File: src/rtl/fixed_block_pool_allocator_unit_defines.svh
// ----------------------------------------------------------------------------
// Pool allocator assertion macros
// Concurrent assertion wrappers; they expand to nothing under SYNTHESIS.
// ----------------------------------------------------------------------------
`ifndef FIXED_BLOCK_POOL_ALLOCATOR_UNIT_DEFINES_SVH
`define FIXED_BLOCK_POOL_ALLOCATOR_UNIT_DEFINES_SVH

`ifndef SYNTHESIS
// check a condition at every edge outside reset
`define FBPA_ASSERT(lbl, clk, rst_n, expr) \
  lbl: assert property (@(posedge clk) disable iff (!rst_n) (expr)) \
    else $error("fbpa assertion failed");
// check that a condition implies another one on the next edge
`define FBPA_ASSERT_NEXT(lbl, clk, rst_n, ante, cons) \
  lbl: assert property (@(posedge clk) disable iff (!rst_n) (ante) |=> (cons)) \
    else $error("fbpa assertion failed");
`else
`define FBPA_ASSERT(lbl, clk, rst_n, expr)
`define FBPA_ASSERT_NEXT(lbl, clk, rst_n, ante, cons)
`endif

`endif

File: src/rtl/fbpa_pkg.sv
`timescale 1ns / 1ps
// ----------------------------------------------------------------------------
// Pool allocator package
// Widths, codes and shared types of the fixed block pool allocator.
// ----------------------------------------------------------------------------
package fbpa_pkg;

  localparam int IDX_W  = 10;
  localparam int CFG_W  = 17;
  localparam int REQ_W  = 17;
  localparam int OFF_W  = 26;
  localparam int STAT_W = 2;

  localparam int unsigned MAX_CHUNKS          = 1 << IDX_W;
  localparam int unsigned POOL_CHUNKS_DEFAULT = 1024;

  localparam logic [CFG_W-1:0] CHUNK_BYTES_RESET = 17'd64;
  localparam logic [CFG_W-1:0] MIN_CHUNK_BYTES   = 17'd8;
  localparam logic [CFG_W-1:0] MAX_CHUNK_BYTES   = 17'd65536;

  localparam logic CMD_ALLOC = 1'b0;
  localparam logic CMD_FREE  = 1'b1;

  typedef enum logic [STAT_W-1:0] {
    STAT_DONE      = 2'd0,
    STAT_EXHAUSTED = 2'd1,
    STAT_TOO_LARGE = 2'd2,
    STAT_IGNORED   = 2'd3
  } fbpa_status_t;

  typedef enum logic [1:0] {
    ST_INIT,
    ST_IDLE,
    ST_POP
  } fbpa_state_t;

  typedef struct packed {
    logic             we;
    logic [IDX_W-1:0] waddr;
    logic [IDX_W-1:0] wdata;
    logic             re;
    logic [IDX_W-1:0] raddr;
  } fbpa_mem_req_t;

endpackage

File: src/rtl/fbpa_ctrl.sv
`timescale 1ns / 1ps
// ----------------------------------------------------------------------------
// Pool allocator controller
// Free-list head/tail/empty state, table init sweep, command decode, result register.
// ----------------------------------------------------------------------------
`include "fixed_block_pool_allocator_unit_defines.svh"

module fbpa_ctrl #(
  parameter int unsigned POOL_CHUNKS = fbpa_pkg::POOL_CHUNKS_DEFAULT
) (
  input  logic                        clk,
  input  logic                        rst_n,
  input  logic                        in_valid,
  output logic                        in_stall,
  input  logic                        in_command,
  input  logic [fbpa_pkg::REQ_W-1:0]  in_request_bytes,
  input  logic                        in_pointer_valid,
  input  logic [fbpa_pkg::IDX_W-1:0]  in_free_index,
  input  logic [fbpa_pkg::CFG_W-1:0]  chunk_size,
  output logic                        out_valid,
  input  logic                        out_stall,
  output logic [fbpa_pkg::STAT_W-1:0] out_status,
  output logic [fbpa_pkg::IDX_W-1:0]  out_chunk_index,
  output logic [fbpa_pkg::OFF_W-1:0]  out_byte_offset,
  output fbpa_pkg::fbpa_mem_req_t     mem_req,
  input  logic [fbpa_pkg::IDX_W-1:0]  mem_rdata
);

  localparam int unsigned MEM_DEPTH =
    (POOL_CHUNKS < fbpa_pkg::MAX_CHUNKS) ? POOL_CHUNKS : fbpa_pkg::MAX_CHUNKS;
  localparam int PROD_W = fbpa_pkg::IDX_W + fbpa_pkg::CFG_W;

  fbpa_pkg::fbpa_state_t state_r, state_nxt;

  logic [fbpa_pkg::IDX_W-1:0]  sweep_r, sweep_nxt;
  logic [fbpa_pkg::IDX_W-1:0]  head_r, head_nxt;
  logic [fbpa_pkg::IDX_W-1:0]  tail_r, tail_nxt;
  logic                        empty_r, empty_nxt;
  logic                        out_valid_r, out_valid_nxt;
  logic [fbpa_pkg::STAT_W-1:0] out_status_r, out_status_nxt;
  logic [fbpa_pkg::IDX_W-1:0]  out_chunk_index_r, out_chunk_index_nxt;
  logic [fbpa_pkg::OFF_W-1:0]  out_byte_offset_r, out_byte_offset_nxt;

  logic              accept;
  logic              sweep_last;
  logic              too_large;
  logic              free_ok;
  logic              alloc_ok;
  logic              pop_link;
  logic [PROD_W-1:0] offset_prod;

  assign sweep_last  = (32'(sweep_r) == MEM_DEPTH - 1);
  assign accept      = in_valid && !in_stall;
  assign too_large   = (in_request_bytes > chunk_size);
  assign free_ok     = in_pointer_valid && (32'(in_free_index) < POOL_CHUNKS);
  assign alloc_ok    = (in_command == fbpa_pkg::CMD_ALLOC) && !empty_r && !too_large;
  assign pop_link    = alloc_ok && (head_r != tail_r);
  assign offset_prod = PROD_W'(head_r) * PROD_W'(chunk_size);

  // next state
  always_comb begin
    state_nxt = state_r;
    unique case (state_r)
      fbpa_pkg::ST_INIT: if (sweep_last) state_nxt = fbpa_pkg::ST_IDLE;
      fbpa_pkg::ST_IDLE: if (accept && pop_link) state_nxt = fbpa_pkg::ST_POP;
      fbpa_pkg::ST_POP:  state_nxt = fbpa_pkg::ST_IDLE;
      default: state_nxt = fbpa_pkg::ST_INIT;
    endcase
  end

  // handshake and table port
  always_comb begin
    in_stall = 1'b1;
    mem_req  = '0;
    unique case (state_r)
      fbpa_pkg::ST_INIT: begin
        mem_req.we    = 1'b1;
        mem_req.waddr = sweep_r;
        mem_req.wdata = (32'(sweep_r) == POOL_CHUNKS - 1) ? '0 : sweep_r + 1'b1;
      end
      fbpa_pkg::ST_IDLE: begin
        in_stall = out_valid_r && out_stall;
        if (accept && pop_link) begin
          mem_req.re    = 1'b1;
          mem_req.raddr = head_r;
        end
        // link the old tail to the returned chunk
        if (accept && (in_command == fbpa_pkg::CMD_FREE) && free_ok && !empty_r) begin
          mem_req.we    = 1'b1;
          mem_req.waddr = tail_r;
          mem_req.wdata = in_free_index;
        end
      end
      fbpa_pkg::ST_POP: begin
        in_stall = 1'b1;
      end
      default: begin
        in_stall = 1'b1;
      end
    endcase
  end

  // list state and result register
  always_comb begin
    sweep_nxt           = sweep_r;
    head_nxt            = head_r;
    tail_nxt            = tail_r;
    empty_nxt           = empty_r;
    out_valid_nxt       = out_valid_r && out_stall;
    out_status_nxt      = out_status_r;
    out_chunk_index_nxt = out_chunk_index_r;
    out_byte_offset_nxt = out_byte_offset_r;

    if (state_r == fbpa_pkg::ST_INIT) begin
      sweep_nxt = sweep_r + 1'b1;
    end

    if (state_r == fbpa_pkg::ST_POP) begin
      head_nxt = mem_rdata;
    end

    if (accept) begin
      out_valid_nxt       = 1'b1;
      out_status_nxt      = fbpa_pkg::STAT_DONE;
      out_chunk_index_nxt = '0;
      out_byte_offset_nxt = '0;
      if (in_command == fbpa_pkg::CMD_ALLOC) begin
        if (empty_r) begin
          out_status_nxt = fbpa_pkg::STAT_EXHAUSTED;
        end else if (too_large) begin
          out_status_nxt = fbpa_pkg::STAT_TOO_LARGE;
        end else begin
          out_chunk_index_nxt = head_r;
          out_byte_offset_nxt = offset_prod[fbpa_pkg::OFF_W-1:0];
          // last chunk: keep head and tail, mark empty
          if (head_r == tail_r) begin
            empty_nxt = 1'b1;
          end
        end
      end else begin
        if (!free_ok) begin
          out_status_nxt = fbpa_pkg::STAT_IGNORED;
        end else if (empty_r) begin
          head_nxt  = in_free_index;
          tail_nxt  = in_free_index;
          empty_nxt = 1'b0;
        end else begin
          tail_nxt = in_free_index;
        end
      end
    end
  end

  always_ff @(posedge clk) begin
    if (!rst_n) begin
      state_r     <= fbpa_pkg::ST_INIT;
      sweep_r     <= '0;
      head_r      <= '0;
      tail_r      <= fbpa_pkg::IDX_W'(POOL_CHUNKS - 1);
      empty_r     <= 1'b0;
      out_valid_r <= 1'b0;
    end else begin
      state_r     <= state_nxt;
      sweep_r     <= sweep_nxt;
      head_r      <= head_nxt;
      tail_r      <= tail_nxt;
      empty_r     <= empty_nxt;
      out_valid_r <= out_valid_nxt;
    end
  end

  always_ff @(posedge clk) begin
    out_status_r      <= out_status_nxt;
    out_chunk_index_r <= out_chunk_index_nxt;
    out_byte_offset_r <= out_byte_offset_nxt;
  end

  assign out_valid       = out_valid_r;
  assign out_status      = out_status_r;
  assign out_chunk_index = out_chunk_index_r;
  assign out_byte_offset = out_byte_offset_r;

  `FBPA_ASSERT(a_one_port_op, clk, rst_n, !(mem_req.we && mem_req.re))
  `FBPA_ASSERT(a_pop_has_result, clk, rst_n, (state_r != fbpa_pkg::ST_POP) || out_valid_r)
  `FBPA_ASSERT_NEXT(a_pop_one_cycle, clk, rst_n, state_r == fbpa_pkg::ST_POP,
                    state_r == fbpa_pkg::ST_IDLE)
  `FBPA_ASSERT_NEXT(a_read_then_pop, clk, rst_n, mem_req.re, state_r == fbpa_pkg::ST_POP)

endmodule

File: config.mk
export PLATFORM = sky130hd
export DESIGN_NAME = fbpa_ctrl
export DESIGN_NICKNAME = d
export VERILOG_FILES = /design/src/rtl/fbpa_pkg.sv /design/src/rtl/fbpa_ctrl.sv
export VERILOG_INCLUDE_DIRS = /design/src /design/src/rtl
export SDC_FILE = /design/constraint.sdc
export NUM_CORES = 1
export LEC_CHECK = 0
export ABC_AREA = 0
export BUFFER_PORTS_ARGS = -buffer_cell sky130_fd_sc_hd__clkbuf_2
export CELL_PAD_IN_SITES_DETAIL_PLACEMENT = 0
export CELL_PAD_IN_SITES_GLOBAL_PLACEMENT = 1
export CORE_AREA = 2 2 121 241
export DETAILED_ROUTE_END_ITERATION = 6
export DIE_AREA = 0 0 123 243
export PLACE_DENSITY_LB_ADDON = 0.1
export SETUP_SLACK_MARGIN = 0.15
export SLEW_MARGIN = 20
export SYNTH_ARGS = -nofsm -noshare
export SYNTH_HDL_FRONTEND = slang
export SYNTH_SLANG_ARGS = --single-unit
export TNS_END_PERCENT = 50
File: constraint.sdc
create_clock -name clk -period 7.11 [get_ports clk]
set_clock_uncertainty 0.15 [all_clocks]
set_input_delay 0.3555 -clock clk [delete_from_list [all_inputs] [get_ports clk]]
set_output_delay 0.3555 -clock clk [all_outputs]
set_load 0.005 [all_outputs]
* Yosys cells after proc, flatten, opt, wreduce, memory -nomap -nowiden
Index checks and enable logic that the tools add are counted.
Word-level totals: bits in registers 72, bits in latches 0, bits in writable memories 0, bits in read-only memories 0, input port bits 60, output and inout bits 72, word-level logic and storage cells 62, memories 0
Cells by class: add/subtract/negate cells 1, $mul 1, div/mod/pow operators 0, $lt $le $gt $ge 1, equality and inequality tests 8, shifts and indexed selects 0, multiplexer cells 24, bitwise operators 1, reductions and logical operators 17
Operator list (number):
- 2-to-1 mux 10 bit | 6
- one-hot mux 21 bit (2 select lines) | 1
- multiplier 10 x 17 -> 26 bit | 1
- 2-to-1 mux 11 bit | 2
- 2-to-1 mux 21 bit | 1
- greater-than comparator 17 bit | 1
- 2-to-1 mux 2 bit | 6
- adder 10 x 1 -> 10 bit (second input constant) | 1
- equality test 10 bit | 1
- equality test 10 bit (second input constant) | 1
- != test 10 bit | 1
- logical AND 1 bit | 9
- 2-to-1 mux 1 bit | 7
- one-hot mux 2 bit (3 select lines) | 1
- != test 2 bit (second input constant) | 2
- AND reduction 2 bit | 2
- zero test 1 bit | 3
- AND reduction 3 bit | 1
- OR reduction 3 bit | 1
- equality test 2 x 1 -> 1 bit (second input constant) | 1
- equality test 2 bit (second input constant) | 1
- zero test 2 bit | 1
- != test 2 x 1 -> 1 bit (second input constant) | 1
- NOT 1 bit | 1

* Longest topological paths before layout
depth in word-level cells 9, mapped depth 21, gate-level depth less buffers 18

* Least setup slack after synthesis
OpenSTA, ideal clock, no wires.
path kind register to register, start register head_r[1] (netlist bit), end register out_byte_offset_r (netlist bit out_byte_offset[18]) (data pin), library setup time 0.257 ns, arrival 5.033 ns, data required time 6.703 ns, path slack 1.670 ns, cell stages (with the launch flop) 19, buffers on the path 2, clock period less this slack 5.440 ns, cell sequence dfxtp_1 clkbuf_1 buf_1 nand2_1 fa_1 inv_1 fa_1 fa_1 fa_1 inv_1 fa_1 inv_1 ha_1 a21oi_1 a32oi_1 o211ai_2 o311ai_0 xnor2_1 nor2_1
On the way: cells in the longest elaborated chain, start to end 1
RTL lines:
- start, declared | line fbpa_ctrl.sv:36 | logic [fbpa_pkg::IDX_W-1:0] head_r, head_nxt;
- start signal, assigned | line fbpa_ctrl.sv:165 | head_r <= head_nxt;
- multiplier 10 x 17 -> 26 bit | line fbpa_ctrl.sv:58 | assign offset_prod = PROD_W'(head_r) * PROD_W'(chunk_size);
- end signal, assigned | line fbpa_ctrl.sv:175 | out_byte_offset_r <= out_byte_offset_nxt;
- end, declared | line fbpa_ctrl.sv:42 | logic [fbpa_pkg::OFF_W-1:0] out_byte_offset_r, out_byte_offset_nxt;
No other way between the ends. A chain may end at the register's enable or synchronous reset.

* Final worst setup path
start register head_r[2] (netlist bit), end register out_byte_offset_r (netlist bit out_byte_offset[18]) (data pin)
The elaborated chain is that of the path after synthesis.

==> summary by stage <==
Power and ir drop
Across the VDD grid, the largest voltage drop is 0.0933 mV. The leakage power figure is 5.28 nW. The share of total power dissipated in combinational logic is 0.092.

The internal power of the cells is 777 uW. The power density relative to cell area is 101 nW/um2. The part of the power in the clock network is 0.494.

The net switching fraction of the power is 0.264. Of the total power, registers draw 0.414. The switching power is 279 uW.

Finish
Summing all non-filler instances in the final layout gives an area of 10500 um2. The area added between synthesis and finish is 13.8%. The count of inserted antenna diode cells is 0.

In the final layout, the share of cells above drive strength 1 is 0.144. Summing all multi-input logic gate instances after layout gives 6540 um2. For this run, the post-layout net count is 1384. Summing all flip-flop and latch instances after layout gives 1820 um2. The number of inserted filler cells in the final layout is 3003. The share of the core filled with cells in the final layout is 0.372.

Die
The horizontal die dimension is 123 um. The initialized floorplan defines 87 standard-cell rows. In this run the vertical extent of the chip is 243 um. The initial utilization of the core area, before any placement, comes to 0.327. The placeable core region is 28100 um2. The die covers 29900 um2. Pin placement for this block handled 132 I/O pins.

Route
Once detail routing completed, the nets flagged for antenna violations numbered 0. The routed via count divided by cell count is 5.02. The post-detailed-route wirelength per cell is 21.0 um. The detailed router placed 7482 vias in this run. The number of remaining DRC errors is 0. For this block, the initial DRC count from the detailed router was 290. The wire length reported by the detailed router is 31300 um. The number of iterations in the first detailed-routing pass is 4.

Yosys
In this run, synthesis produced a sequential element count of 72. The number of flops mapped to enable cells by yosys is 38. The cell area that synthesis handed to floorplanning was 9190 um2. The commonest cells after synthesis are 156 x sky130_fd_sc_hd__inv_1, 144 x sky130_fd_sc_hd__nand2_1, 117 x sky130_fd_sc_hd__fa_1. The synthesized area per cell is 8.85 um2. The cell taking the most area after synthesis is sky130_fd_sc_hd__fa_1. Yosys attributes the largest share of cell area to sky130_fd_sc_hd__fa_1 25%, sky130_fd_sc_hd__edfxtp_1 12%, sky130_fd_sc_hd__ha_1 10%. The number of synthesis warnings is 0.

The leading cell type by number of instances after synthesis is sky130_fd_sc_hd__inv_1. The async set or reset register ratio after synthesis is 0. The number of distinct library cell variants in the gate-level netlist after synthesis is 55. The dominant register cell in the synthesized netlist is sky130_fd_sc_hd__edfxtp_1.

Of the synthesized area, sequential elements account for 0.198. Counting every net in the synthesized netlist gives 1292. After technology mapping, the gate count stands at 1038. The top-area cell type share of the netlist area is 0.255.

Critical path
The combined buffer and inverter count along the critical path is 5. Data arrives at the worst endpoint at 5830 ps. The critical path in this run is classified as flop to flop. The worst-path cell with the longest stage delay is sky130_fd_sc_hd__dfxtp_1.

The worst register-to-register path has a depth of 18. In this run the critical register-to-register path is launched from head_r[2]. STA classifies the critical path startpoint as a flop. In this run the critical register-to-register path is captured at out_byte_offset[18].

Walking the worst path, the cells encountered are nand2_1, fa_1, inv_1, fa_1, inv_1, fa_1, inv_1, fa_1, inv_1, fa_1, inv_1, ha_1, nand2_1, a32oi_1, o211ai_2, o311ai_0, xnor2_1, nor2_1. The critical path runs through a total of 18 cells. Of all nets on the critical path, the largest fanout is 19. The worst setup path is captured at a flop. The required time of the critical path is 7070 ps.

Across all register-to-register paths, the minimum setup slack is 1240 ps. On the worst path, the slowest cell contributes a delay of 900 ps. The critical path starts at head_r[2]. The kind of cell adding the most delay to the critical path is adder cells.

Clock network
The maximum buffer depth of the clock tree is 2. The clock tree synthesis step divided the H-tree into 3 levels. For this design, the sink count on the clock tree is 72. TritonCTS built the clock tree. The post-CTS clock slew at the launch and capture registers of the worst setup and hold paths is 70 ps.

For this design, the CTS-stage hold fixing added 0 buffers. Clock latency on the worst-skew pair, taken at its later pin, is 370 ps. The post-CTS resize count is 0. The number of clock buffers inserted by TritonCTS is 9. Once the clock tree was built, the setup fixing pass inserted 0 buffers. The tree is rooted in a sky130_fd_sc_hd__clkbuf_16.

STA
The worst hold-check slack is 91.6 ps. The summed negative setup slack over all endpoints is 0 ps. Of the available clock period, the critical path in the final layout requires 0.826. Setup violations remaining at the end of the flow were counted as 0.

The hold violation total from the final report was 0. The achievable clock frequency is 0.170 GHz. The actual transition at the worst max-transition pin is 885 ps.

The time the final worst path needs with I/O delays and setup is 5870 ps. In this run the tightest slew margin relative to its limit is 0.409. The number of slew-limit violations in the final report came to 0.

Setup repair after global routing left no endpoint under its margin. The worst-case setup margin in the final layout is 1240 ps.

Global routing
The overall routing resource usage is 0.224. The number of antenna violations at the first check in global routing is 0. The overall overflow remaining after global route is 0. The maximum number of pins on one net before global-route repair is 42. The first global-routing pass estimated 48300 um of wire.

The via count of the first global-routing pass came to 8374.

Worst hold path
The startpoint of the most critical hold path is in_free_index[4]. In this run the worst hold path is classified as input pin to flop. The worst hold path endpoint is tail_r[4].

The number of stages on the worst hold path is 3.

Outcome
The flow ran to the end, and the final reports show no timing, DRC or antenna violations.

Placement
The final weighted congestion of routability-driven global placement is 0.809. Prior to clock tree synthesis, the placed netlist has a worst setup slack of 1220 ps. The detailed placement HPWL is 26000 um.

Once placement finished, the instance area stood at 10100 um2. The number of input and output port buffers inserted is 131.

Run
Across the run, the number of max-cap violations was 0.
[cell type report]
class | count | area share
Tap cell | 356 | 0.0426
Clock inverter | 6 | 0.00862
Sequential cell | 72 | 0.174
Inverter | 156 | 0.0560
Multi-Input combinational cell | 749 | 0.626
Clock buffer | 10 | 0.0219
Timing Repair Buffer | 142 | 0.0706
[per-stage QoR]
| stage | cells | power (mW) |
|---|---|---|
| after floorplan | 1038 | 0.494 |
| after global placement | 1475 | 0.546 |
| after detailed placement | 1475 | 0.546 |
| after CTS | 1491 | 1.08 |
| after global routing | 1491 | 1.09 |
| final | 1491 | 1.06 |
[worst max path at each step]
| stage | end | slack [ps] |
|---|---|---|
| final | out_byte_offset[18] | 1240 |
| after global routing | out_byte_offset[23] | 880 |
| after CTS | out_byte_offset[22] | 1210 |
| after detailed placement | out_byte_offset[18] | 1220 |
| after global placement | out_byte_offset[22] | 1240 |
| after floorplan | out_byte_offset[18] | 1670 |
[layer usage]
layer	up-vias	wire length [um]	GRT usage
met4	0	1930	0.130
met2	171	18900	0.459
li1	3508	-	-
met3	61	808	0.0280
met5	-	0	0
met1	3742	9580	0.194
[power groups by stage]
stage	Clock, mW	Sequential, mW	Combinational (mW)
finish	0.522	0.437	0.0973
global route	0.549	0.437	0.108
CTS	0.538	0.437	0.0996
detailed placement	0	0.447	0.0990
global placement	0	0.447	0.0990
floorplan	0	0.445	0.0489
[tightest hold or removal path, stage by stage]
cell and delay, ps:
sky130_fd_sc_hd__clkbuf_2 110, sky130_fd_sc_hd__nand2_1 50, sky130_fd_sc_hd__nand3_1 60
[flip-flops by register name, summed over array words and instances, names as in the netlist]
| register | cells |
|---|---|
| out_chunk_index | 10 |
| out_byte_offset | 26 |
| empty_r | 1 |
| tail_r | 10 |
| head_r | 10 |
| state_r | 2 |
| out_valid | 1 |
| out_status | 2 |
| sweep_r | 10 |
[cell usage in the layout (no fill, tap or decap), types with 11 or more instances in the layout]
master / n
sky130_fd_sc_hd__xor2_1: 19
sky130_fd_sc_hd__nand2_1: 144
sky130_fd_sc_hd__xnor2_1: 23
sky130_fd_sc_hd__clkbuf_2: 131
sky130_fd_sc_hd__mux2i_1: 12
sky130_fd_sc_hd__fa_1: 117
sky130_fd_sc_hd__nor2_1: 49
sky130_fd_sc_hd__a21oi_1: 27
sky130_fd_sc_hd__inv_1: 156
sky130_fd_sc_hd__o211ai_1: 14
sky130_fd_sc_hd__o21ai_0: 23
sky130_fd_sc_hd__a22o_1: 14
sky130_fd_sc_hd__and2_1: 99
sky130_fd_sc_hd__buf_4: 11
sky130_fd_sc_hd__dfxtp_1: 34
sky130_fd_sc_hd__ha_1: 77
sky130_fd_sc_hd__edfxtp_1: 38
sky130_fd_sc_hd__nand3_1: 25
[cells by family after synthesis]
family / count (synthesis) / share of synthesized area
xor gates and xnor gates: 42 / 0.0400
adders and majority gates: 194 / 0.360
buffers and inverters: 217 / 0.0900
AOI/OAI and AO/OA: 138 / 0.106
muxes: 12 / 0.0131
DFF: 72 / 0.198
and+or+nand+nor: 363 / 0.193
Power figures use the tool's default switching activity.
